===== src/design/imuad_pkg.sv =====
// Shared types and constants for the IMU angle packet parser.
// No dependencies.
package imuad_pkg;

  localparam logic [7:0] HdrByte   = 8'h55;
  localparam logic [7:0] TypeAngle = 8'h53;
  localparam logic [7:0] TypeAccel = 8'h51;

  // tenths = raw * 1800 >> 15
  localparam logic [10:0] AngleScale = 11'd1800;
  localparam int          AngleShift = 15;

  localparam logic [2:0] TrailerLen = 3'd7;
  localparam logic [4:0] DpOffset   = 5'd20;

  // Reciprocal constants, exact for 12-bit operands: x/10 and x/100 as (x*K)>>19
  localparam logic [15:0] RecipTen     = 16'd52429;
  localparam logic [12:0] RecipHundred = 13'd5243;
  localparam int          RecipShift   = 19;

  typedef enum logic [4:0] {
    PH_HUNT = 5'b00001,
    PH_TYPE = 5'b00010,
    PH_LOW  = 5'b00100,
    PH_HIGH = 5'b01000,
    PH_SKIP = 5'b10000
  } phase_e;

  // Angle with its two reciprocal quotients
  typedef struct packed {
    logic [11:0] tenths;
    logic [8:0]  whole;     // tenths / 10
    logic [5:0]  upper;     // tenths / 100
  } quot_t;

endpackage


===== src/design/imuad_parser.sv =====
// Frame parser: header hunt, type check, low/high byte capture, trailer skip.
// Holds the raw angle stage register. Depends on imuad_pkg.
module imuad_parser (
  input  logic        clk_i,
  input  logic        rst_ni,
  input  logic        in_valid_i,
  output logic        in_ready_o,
  input  logic [7:0]  rx_byte_i,
  output logic        raw_valid_o,
  input  logic        raw_ready_i,
  output logic [15:0] raw_o
);
  import imuad_pkg::*;

  phase_e      phase_q, phase_d;
  logic [7:0]  low_q, low_d;
  logic [2:0]  skip_q, skip_d;
  logic        raw_valid_q, raw_valid_d;
  logic [15:0] raw_q, raw_d;
  logic        accept;
  logic        raw_free;

  assign raw_free   = !raw_valid_q || raw_ready_i;
  // Only the high byte needs room in the raw stage
  assign in_ready_o = (phase_q != PH_HIGH) || raw_free;
  assign accept     = in_valid_i && in_ready_o;

  always_comb begin
    phase_d     = phase_q;
    low_d       = low_q;
    skip_d      = skip_q;
    raw_d       = raw_q;
    raw_valid_d = raw_valid_q && !raw_ready_i;
    if (accept) begin
      case (phase_q)
        PH_TYPE: begin
          if (rx_byte_i == TypeAngle) begin
            phase_d = PH_LOW;
          end else if (rx_byte_i == TypeAccel) begin
            phase_d = PH_HUNT;
          end
        end
        PH_LOW: begin
          low_d   = rx_byte_i;
          phase_d = PH_HIGH;
        end
        PH_HIGH: begin
          raw_d       = {rx_byte_i, low_q};
          raw_valid_d = 1'b1;
          skip_d      = TrailerLen;
          phase_d     = PH_SKIP;
        end
        PH_SKIP: begin
          skip_d = skip_q - 3'd1;
          if (skip_d == 3'd0) begin
            phase_d = PH_HUNT;
          end
        end
        default: begin
          phase_d = (rx_byte_i == HdrByte) ? PH_TYPE : PH_HUNT;
        end
      endcase
    end
  end

  always_ff @(posedge clk_i or negedge rst_ni) begin
    if (!rst_ni) begin
      phase_q     <= PH_HUNT;
      low_q       <= 8'd0;
      skip_q      <= 3'd0;
      raw_valid_q <= 1'b0;
    end else begin
      phase_q     <= phase_d;
      low_q       <= low_d;
      skip_q      <= skip_d;
      raw_valid_q <= raw_valid_d;
    end
  end

  always_ff @(posedge clk_i) begin
    raw_q <= raw_d;
  end

  assign raw_valid_o = raw_valid_q;
  assign raw_o       = raw_q;

endmodule


===== src/design/imuad_scale.sv =====
// Two pipeline stages: scale raw angle to tenths, then reciprocal quotients.
// Depends on imuad_pkg.
module imuad_scale (
  input  logic                  clk_i,
  input  logic                  rst_ni,
  input  logic                  raw_valid_i,
  output logic                  raw_ready_o,
  input  logic [15:0]           raw_i,
  output logic                  quot_valid_o,
  input  logic                  quot_ready_i,
  output imuad_pkg::quot_t      quot_o
);
  import imuad_pkg::*;

  logic        ten_valid_q;
  logic [11:0] ten_q;
  logic        quot_valid_q;
  quot_t       quot_q;
  logic        ten_ready;
  logic [26:0] scaled;
  logic [27:0] prod_ten;
  logic [24:0] prod_hun;

  assign ten_ready   = !quot_valid_q || quot_ready_i;
  assign raw_ready_o = !ten_valid_q || ten_ready;

  assign scaled   = 27'(raw_i) * 27'(AngleScale);
  assign prod_ten = 28'(ten_q) * 28'(RecipTen);
  assign prod_hun = 25'(ten_q) * 25'(RecipHundred);

  always_ff @(posedge clk_i or negedge rst_ni) begin
    if (!rst_ni) begin
      ten_valid_q  <= 1'b0;
      quot_valid_q <= 1'b0;
    end else begin
      if (raw_ready_o) begin
        ten_valid_q <= raw_valid_i;
      end
      if (ten_ready) begin
        quot_valid_q <= ten_valid_q;
      end
    end
  end

  always_ff @(posedge clk_i) begin
    if (raw_ready_o && raw_valid_i) begin
      ten_q <= scaled[AngleShift +: 12];
    end
    if (ten_ready && ten_valid_q) begin
      quot_q.tenths <= ten_q;
      quot_q.whole  <= prod_ten[RecipShift +: 9];
      quot_q.upper  <= prod_hun[RecipShift +: 6];
    end
  end

  assign quot_valid_o = quot_valid_q;
  assign quot_o       = quot_q;

endmodule


===== src/design/imuad_digits.sv =====
// Output register: splits quotients into display digit codes.
// Depends on imuad_pkg.
module imuad_digits (
  input  logic              clk_i,
  input  logic              rst_ni,
  input  logic              quot_valid_i,
  output logic              quot_ready_o,
  input  imuad_pkg::quot_t  quot_i,
  output logic              out_valid_o,
  input  logic              out_ready_i,
  output logic [11:0]       angle_tenths_o,
  output logic [3:0]        tenths_digit_o,
  output logic [4:0]        ones_code_o,
  output logic [5:0]        upper_part_o
);
  import imuad_pkg::*;

  logic        out_valid_q;
  logic [11:0] angle_q;
  logic [3:0]  tdig_q;
  logic [4:0]  ones_q;
  logic [5:0]  upper_q;
  logic [11:0] tdig_full;
  logic [8:0]  ones_full;

  assign quot_ready_o = !out_valid_q || out_ready_i;

  // remainders by shift-add multiples of ten
  assign tdig_full = quot_i.tenths - ({quot_i.whole, 3'b000} + {2'b00, quot_i.whole, 1'b0});
  assign ones_full = quot_i.whole - ({quot_i.upper, 3'b000} + {2'b00, quot_i.upper, 1'b0});

  always_ff @(posedge clk_i or negedge rst_ni) begin
    if (!rst_ni) begin
      out_valid_q <= 1'b0;
    end else if (quot_ready_o) begin
      out_valid_q <= quot_valid_i;
    end
  end

  always_ff @(posedge clk_i) begin
    if (quot_ready_o && quot_valid_i) begin
      angle_q <= quot_i.tenths;
      tdig_q  <= tdig_full[3:0];
      ones_q  <= {1'b0, ones_full[3:0]} + DpOffset;
      upper_q <= quot_i.upper;
    end
  end

  assign out_valid_o    = out_valid_q;
  assign angle_tenths_o = angle_q;
  assign tenths_digit_o = tdig_q;
  assign ones_code_o    = ones_q;
  assign upper_part_o   = upper_q;

endmodule


===== src/design/imu_angle_packet_to_digits.sv =====
// Top level of the IMU angle packet parser with display-digit split.
// Instantiates imuad_parser, imuad_scale, imuad_digits; uses imuad_pkg.
//
//  channel  | handshake                | payload
//  ---------+--------------------------+---------------------------------------
//  input    | in_valid_i / in_ready_o  | rx_byte_i
//  result   | out_valid_o / out_ready_i| angle_tenths_o, tenths_digit_o,
//           |                          | ones_code_o, upper_part_o, blank_code_o
//
// One byte is taken per cycle while in_ready_o is high. A result passes through
// the raw, scale, quotient and output registers after its high byte; the scale
// multiply and the reciprocal multiplies each own one stage.
// Reset (async, active low) returns the parser to the header hunt and empties
// the pipeline. A stalled result backs up stage by stage; bytes other than a
// high byte are still taken while the pipeline is full.
module imu_angle_packet_to_digits (
  input  logic        clk_i,
  input  logic        rst_ni,
  input  logic        in_valid_i,
  output logic        in_ready_o,
  input  logic [7:0]  rx_byte_i,
  output logic        out_valid_o,
  input  logic        out_ready_i,
  output logic [11:0] angle_tenths_o,
  output logic [3:0]  tenths_digit_o,
  output logic [4:0]  ones_code_o,
  output logic [5:0]  upper_part_o,
  output logic        blank_code_o
);
  import imuad_pkg::*;

  logic        raw_valid, raw_ready;
  logic [15:0] raw;
  logic        quot_valid, quot_ready;
  quot_t       quot;

  imuad_parser u_parser (
    .clk_i       (clk_i),
    .rst_ni      (rst_ni),
    .in_valid_i  (in_valid_i),
    .in_ready_o  (in_ready_o),
    .rx_byte_i   (rx_byte_i),
    .raw_valid_o (raw_valid),
    .raw_ready_i (raw_ready),
    .raw_o       (raw)
  );

  imuad_scale u_scale (
    .clk_i        (clk_i),
    .rst_ni       (rst_ni),
    .raw_valid_i  (raw_valid),
    .raw_ready_o  (raw_ready),
    .raw_i        (raw),
    .quot_valid_o (quot_valid),
    .quot_ready_i (quot_ready),
    .quot_o       (quot)
  );

  imuad_digits u_digits (
    .clk_i          (clk_i),
    .rst_ni         (rst_ni),
    .quot_valid_i   (quot_valid),
    .quot_ready_o   (quot_ready),
    .quot_i         (quot),
    .out_valid_o    (out_valid_o),
    .out_ready_i    (out_ready_i),
    .angle_tenths_o (angle_tenths_o),
    .tenths_digit_o (tenths_digit_o),
    .ones_code_o    (ones_code_o),
    .upper_part_o   (upper_part_o)
  );

  assign blank_code_o = 1'b0;

endmodule


===== config.mk =====
export PLATFORM = sky130hd
export DESIGN_NAME = imu_angle_packet_to_digits
export DESIGN_NICKNAME = d
export VERILOG_FILES = /design/src/design/imuad_pkg.sv /design/src/design/imuad_parser.sv /design/src/design/imuad_scale.sv /design/src/design/imuad_digits.sv /design/src/design/imu_angle_packet_to_digits.sv
export SDC_FILE = /design/constraint.sdc
export NUM_CORES = 1
export LEC_CHECK = 0
export CORE_UTILIZATION = 35
export DETAILED_ROUTE_END_ITERATION = 8
export DONT_BUFFER_PORTS = 1
export SLEW_MARGIN = 5
export SYNTH_ARGS = -nofsm -noshare
export SYNTH_HDL_FRONTEND = slang
export SYNTH_SLANG_ARGS = --single-unit

===== constraint.sdc =====
create_clock -name clk_i -period 5.13 [get_ports clk_i]
set_clock_uncertainty 0.1 [all_clocks]
set_input_delay 0.2565 -clock clk_i [delete_from_list [all_inputs] [get_ports clk_i]]
set_output_delay 0.2565 -clock clk_i [all_outputs]
set_load 0.005 [all_outputs]

# Yosys cells after proc, flatten, opt, wreduce, memory -nomap -nowiden
# Cells that the tools add are included.
# word_totals
ff_bits	97
in_bits	12
word_cells	64
# classes
add_sub_neg	6
multipliers	3
n_eq_ne	10
muxes	8
reduce_logical	21
# op_table
op	count
$mul A12 B13 Y25 const B	1
$eq A8 B7 Y1 const B	3
$mul A16 B8 Y24 const B	1
$mul A12 B16 Y23 const B	1
$pmux W5 S4	1
$mux W5	3
$add A4 B4 Y4	2
$sub A4 B4 Y4	2
$pmux W3 S2	1
$reduce_and A2 Y1	3
$add A4 B5 Y5 const B	1
$eq A5 B2 Y1 const B	1
$eq A5 B3 Y1 const B	1
$eq A5 B4 Y1 const B	1
$eq A5 B5 Y1 const B	1
$logic_and A1 B1 Y1	5
$logic_not A1 Y1	5
$logic_or A1 B1 Y1	5
$ne A5 B4 Y1 const B	1
$logic_not A3 Y1	1
$ne A3 B1 Y1 const B	1
$reduce_and A3 Y1	1
$sub A3 B1 Y3 const B	1
$mux W1	2
3 further kinds	3

# Longest topological paths before layout
# depth
word_depth	8
mapped_depth	19
depth_no_buf	19

# Modules after synthesis
# From an unflattened synthesis, not the netlist that was laid out.
# unflattened
hier_cells	894
area_unflattened_um2	10264.8
# modules_own_cells
mod	n_inst	cells_each	area_per_inst_um2	seq_area_each_um2
imuad_scale	1	735	7792.5	1221.2
imuad_parser	1	94	1352.5	907.1
imuad_digits	1	63	1108.6	835.8
imu_angle_packet_to_digits	1	2	11.3	0.0

# Worst setup path before layout
# No wires, ideal clock.
# synth_path
path_kind	register -> register
startpoint	reg u_scale.ten_q[6]
endpoint	reg u_scale.quot_q (netlist bit u_scale.quot_o[4]) (data pin)
setup_ns	0.258
t_arrival_ns	4.449
required_ns	4.772
path_slack_ns	0.323
stages_incl_launch_ff	17
synth_period_minus_slack_ns	4.807
path_cell_list	edfxtp_1 -> fa_1 -> fa_1 -> inv_1 -> fa_1 -> inv_1 -> fa_1 -> inv_1 -> fa_1 -> inv_1 -> ha_1 -> nand4_1 -> o22ai_1 -> a211oi_1 -> o21ai_0 -> a21oi_1 -> xnor2_1
# synth_between
elab_chain_cells	1
# synth_rtl
item	line	source
from (decl)	imuad_scale.sv:16	logic [11:0] ten_q;
from (signal assigned)	imuad_scale.sv:47	ten_q <= scaled[AngleShift +: 12];
$mul A12 B13 Y25	imuad_scale.sv:29	assign prod_hun = 25'(ten_q) * 25'(RecipHundred);
via u_scale.prod_hun[23]	imuad_scale.sv:22	logic [24:0] prod_hun;
to (decl)	imuad_scale.sv:18	quot_t quot_q;
# The timed path passes the listed nets, and every way through them passes these cells.
# A chain may end at the register's enable or synchronous reset.

# Worst setup path in the final report
# layout_path
startpoint	reg u_scale.ten_q[6]
endpoint	reg u_scale.quot_q (netlist bit u_scale.quot_o[5]) (data pin)
# The elaborated chain is that of the path after synthesis.

==> results.py <==
metrics = {
    "setup_path": {
        "critPathBufInv": 4,
        "r2r-start": "u_scale.ten_q[6]$_DFFE_PP_",
        "slowest_delay_ps": 540,
        "reg2reg_slack_ps": 180,
        "endpoint": "u_scale.quot_o[5]$_DFFE_PP_",
        "cp_slowest_cell": "fa_1",
        "crit_type": "reg2reg",
        "end_kind": "flop",
        "cp_num_cells": 16,
        "crit_start": "u_scale.ten_q[6]$_DFFE_PP_",
        "crit_path_cell_trace": "fa_1 > fa_1 > inv_1 > fa_1 > inv_1 > fa_1 > inv_1 > fa_1 > inv_1 > ha_1 > nand4_1 > nor2_1 > a211oi_2 > o22ai_1 > o221ai_2 > xnor2_1",
        "worstPathRequired_ps": 5140,
        "r2r_end": "u_scale.quot_o[5]$_DFFE_PP_",
        "crit_path_frequent_cell": "fa_1",
        "cp_top_family": "adder cells",
        "worstPathMaxFanout": 3,
        "worstRegToRegCells": 16,
        "crit_arrival_ps": 4960,
        "startpoint_type": "flop",
    },
    "placement": {
        "placed_cells": 1282,
        "placed_cell_area_sq_um": 10600,
        "port_buffers": 0,
        "routabilityCongestion": 0.865,
        "place_ws_ps": 16.5,
        "dp_hpwl_um": 16700,
    },
    "power_and_ir_drop": {
        "vdd_ir_drop_max_mv": 0.161,
        "pwr_density_cell_nw_per_um2": 144,
        "power.total_mw": 1.59,
        "power.leakage_nw": 5.45,
    },
    "logic_synthesis": {
        "synth.largest_area_cell": "ha_1",
        "yosysSeqAreaShare_pct": 28.1,
        "ys_seq_elements": 97,
        "synth.area.top_cells": "ha_1 25%, edfxtp_1 23%, fa_1 21%",
        "ys.flop_type": "edfxtp_1",
        "syn_area_sq_um": 10000,
        "synth_edf_count": 77,
        "yosysWarnings": 0,
        "synth.avg_cell_area_sq_um": 11.2,
        "synth.most_common_cell": "inv_1",
        "synth_commonest_cells": "234 x inv_1, 199 x ha_1, 106 x fa_1, 77 x edfxtp_1, 35 x xnor2_1",
        "async_reset_ff_share_pct": 20.6,
        "synth_top_area_share_pct": 24.9,
        "synthesis.nets": 1208,
        "postSynthCellCount": 891,
        "yosysUniqueCellTypes": 55,
    },
    "sta": {
        "hold_viol_final": 0,
        "fin_crit_ps": 4950,
        "tightestPinTransition_ps": 929,
        "drv_slew": 0,
        "setup_slack_ps": 182,
        "setup_violations": 0,
        "finalCritPeriodShare_pct": 96.5,
        "timing.hold.ws_ps": 96.0,
        "fmax_mhz": 202,
        "rsz0062_at_grt": "yes",
        "slew_headroom_pct": 37.9,
        "tns_ps": 0,
    },
    "finish": {
        "antenna_cells": 0,
        "final_core_util_pct": 39.7,
        "seqCellArea_sq_um": 2810,
        "stdcell_count": 1316,
        "drive_above_1_share_pct": 7.78,
        "multi_input_area_sq_um": 6340,
        "fillers": 2713,
        "nNetsFinal": 1250,
        "syn_to_final_growth_pct": 10.9,
        "fin_area_sq_um": 11100,
    },
    "die": {
        "start_util_pct": 35.8,
        "io_pins": 42,
        "die_h_um": 171,
        "core-area_sq_um": 27900,
        "floorplan.die.width_um": 171,
        "rows": 61,
        "die_area_sq_um": 29300,
    },
    "drt": {
        "drt_iter0_drc": 177,
        "drt_wl_total_um": 19700,
        "antenna_left": 0,
        "drt_first_pass_iters": 4,
        "vias_per_cell": 4.66,
        "wire_per_inst_um": 15.0,
        "vias": 6138,
        "drc_errors": 0,
    },
    "clock_network": {
        "clock_sinks": 97,
        "clkSlewWorstSetupHoldPaths_ps": 80,
        "htree_levels": 3,
        "numCtsBuffers": 9,
        "cts_buffer_depth": 2,
        "cts_root_buffer": "clkbuf_16",
        "cts_tree": "built",
        "clk_latency_ps": 350,
    },
    "grt": {
        "gr-usage-met1_pct": 18.7,
        "grt_usage_pct": 14.8,
        "grt_pass1_wl_um": 33100,
        "antenna_found_initial": 0,
        "grt_max_degree": 28,
        "grt-ovfl-total": 0,
        "grt.busiest_layer": "met2",
        "grt_pass1_vias": 6582,
        "met2_usage_pct": 26.7,
        "grtUsageMet3_pct": 2.17,
    },
    "status": {
        "outcome": "finished, final reports clean",
    },
    "flow_run": {
        "cap_viol_max_count": 0,
    },
    "worst_hold_path": {
        "hold_path_class": "in2reg",
    },
}
## state kept, by name (all words and copies together), names as in the netlist
register,cells
u_digits.out_valid_o,1
u_scale.ten_valid_q,1
u_parser.skip_q,3
u_scale.quot_o,22
u_scale.ten_q,12
u_digits.ones_code_o,5
u_scale.quot_valid_o,1
u_parser.phase_q,5
u_parser.raw_valid_o,1
u_digits.angle_tenths_o,12
u_digits.tenths_digit_o,4
u_digits.upper_part_o,6
u_parser.low_q,8
u_parser.raw_o,16
## layout by cell type (no fill, tap or decap), types with 19 or more instances in the layout
cell type,n
a21oi_1,21
buf_4,23
dfrtp_1,19
edfxtp_1,77
fa_1,106
ha_1,198
inv_1,234
nand2_1,22
nor2_1,24
xnor2_1,35
## per-layer routing
layer / routed length [um] / up-vias
met5: 0 / -
li1: - / 3020
met4: 191 / 0
met1: 8710 / 3010
met2: 10100 / 91
met3: 680 / 17
## cell families (layout without fill, tap and decap cells)
| family | Yosys count | count (layout) | synth area share [%] |
|---|---|---|---|
| buf+inv | 236 | 283 | 8.91 |
| flops | 97 | 97 | 28.1 |
| simple gates | 100 | 100 | 5.13 |
| xor+xnor | 41 | 41 | 3.59 |
| mux | 12 | 12 | 1.34 |
| compound gates | 99 | 99 | 6.77 |
| other cells | 1 | 1 | 0.0375 |
| fa+ha+maj | 305 | 305 | 46.1 |
## what timing repair did
action	CTS	global route
hold endpoints to repair	38	0
endpoints found under the setup margin	0	7
hold buffers	10	0
buffers inserted	0	8
gates resized for setup	0	9
## worst reg2reg max path, delay by kind of cell, from the launching register on
family / cells / cell delay (ps)
flip-flops: 1 / 440
AO/OA/AOI/OAI: 3 / 730
buffers and inverters: 4 / 220
AND/OR/NAND/NOR: 2 / 210
XOR/XNOR: 1 / 80
adder cells (fa/ha/maj): 6 / 2930
## layout make-up
type	instances	share of cell area, %
Multi-Input combinational cell	558	57.2
Clock inverter	4	0.451
Sequential cell	97	25.4
Clock buffer	12	2.31
Inverter	234	7.92
Timing Repair Buffer	33	2.46
Tap cell	378	4.26
## worst min-delay path by stage
stage,slack [ps],endpoint,startpoint,depth (start not counted)
2_1_floorplan,-140,u_digits.out_valid_o$_DFFE_PN0P_,rst_ni,0
3_3_place_gp,-140,u_parser.low_q[0]$_DFFE_PN0P_,rst_ni,0
3_5_place_dp,-140,u_parser.low_q[0]$_DFFE_PN0P_,rst_ni,0
4_1_cts,70,u_parser.phase_q[2]$_DFFE_PN0P_,rx_byte_i[1],3
5_1_grt,120,u_parser.phase_q[2]$_DFFE_PN0P_,rx_byte_i[1],3
6_report,100,u_parser.phase_q[2]$_DFFE_PN0P_,rx_byte_i[1],3
## power breakdown
part	switching [mW]	internal [mW]
sequential	0.00387	0.844
combinational	0.0155	0.0147
clock	0.310	0.406
(Power assumes the default switching activity.)
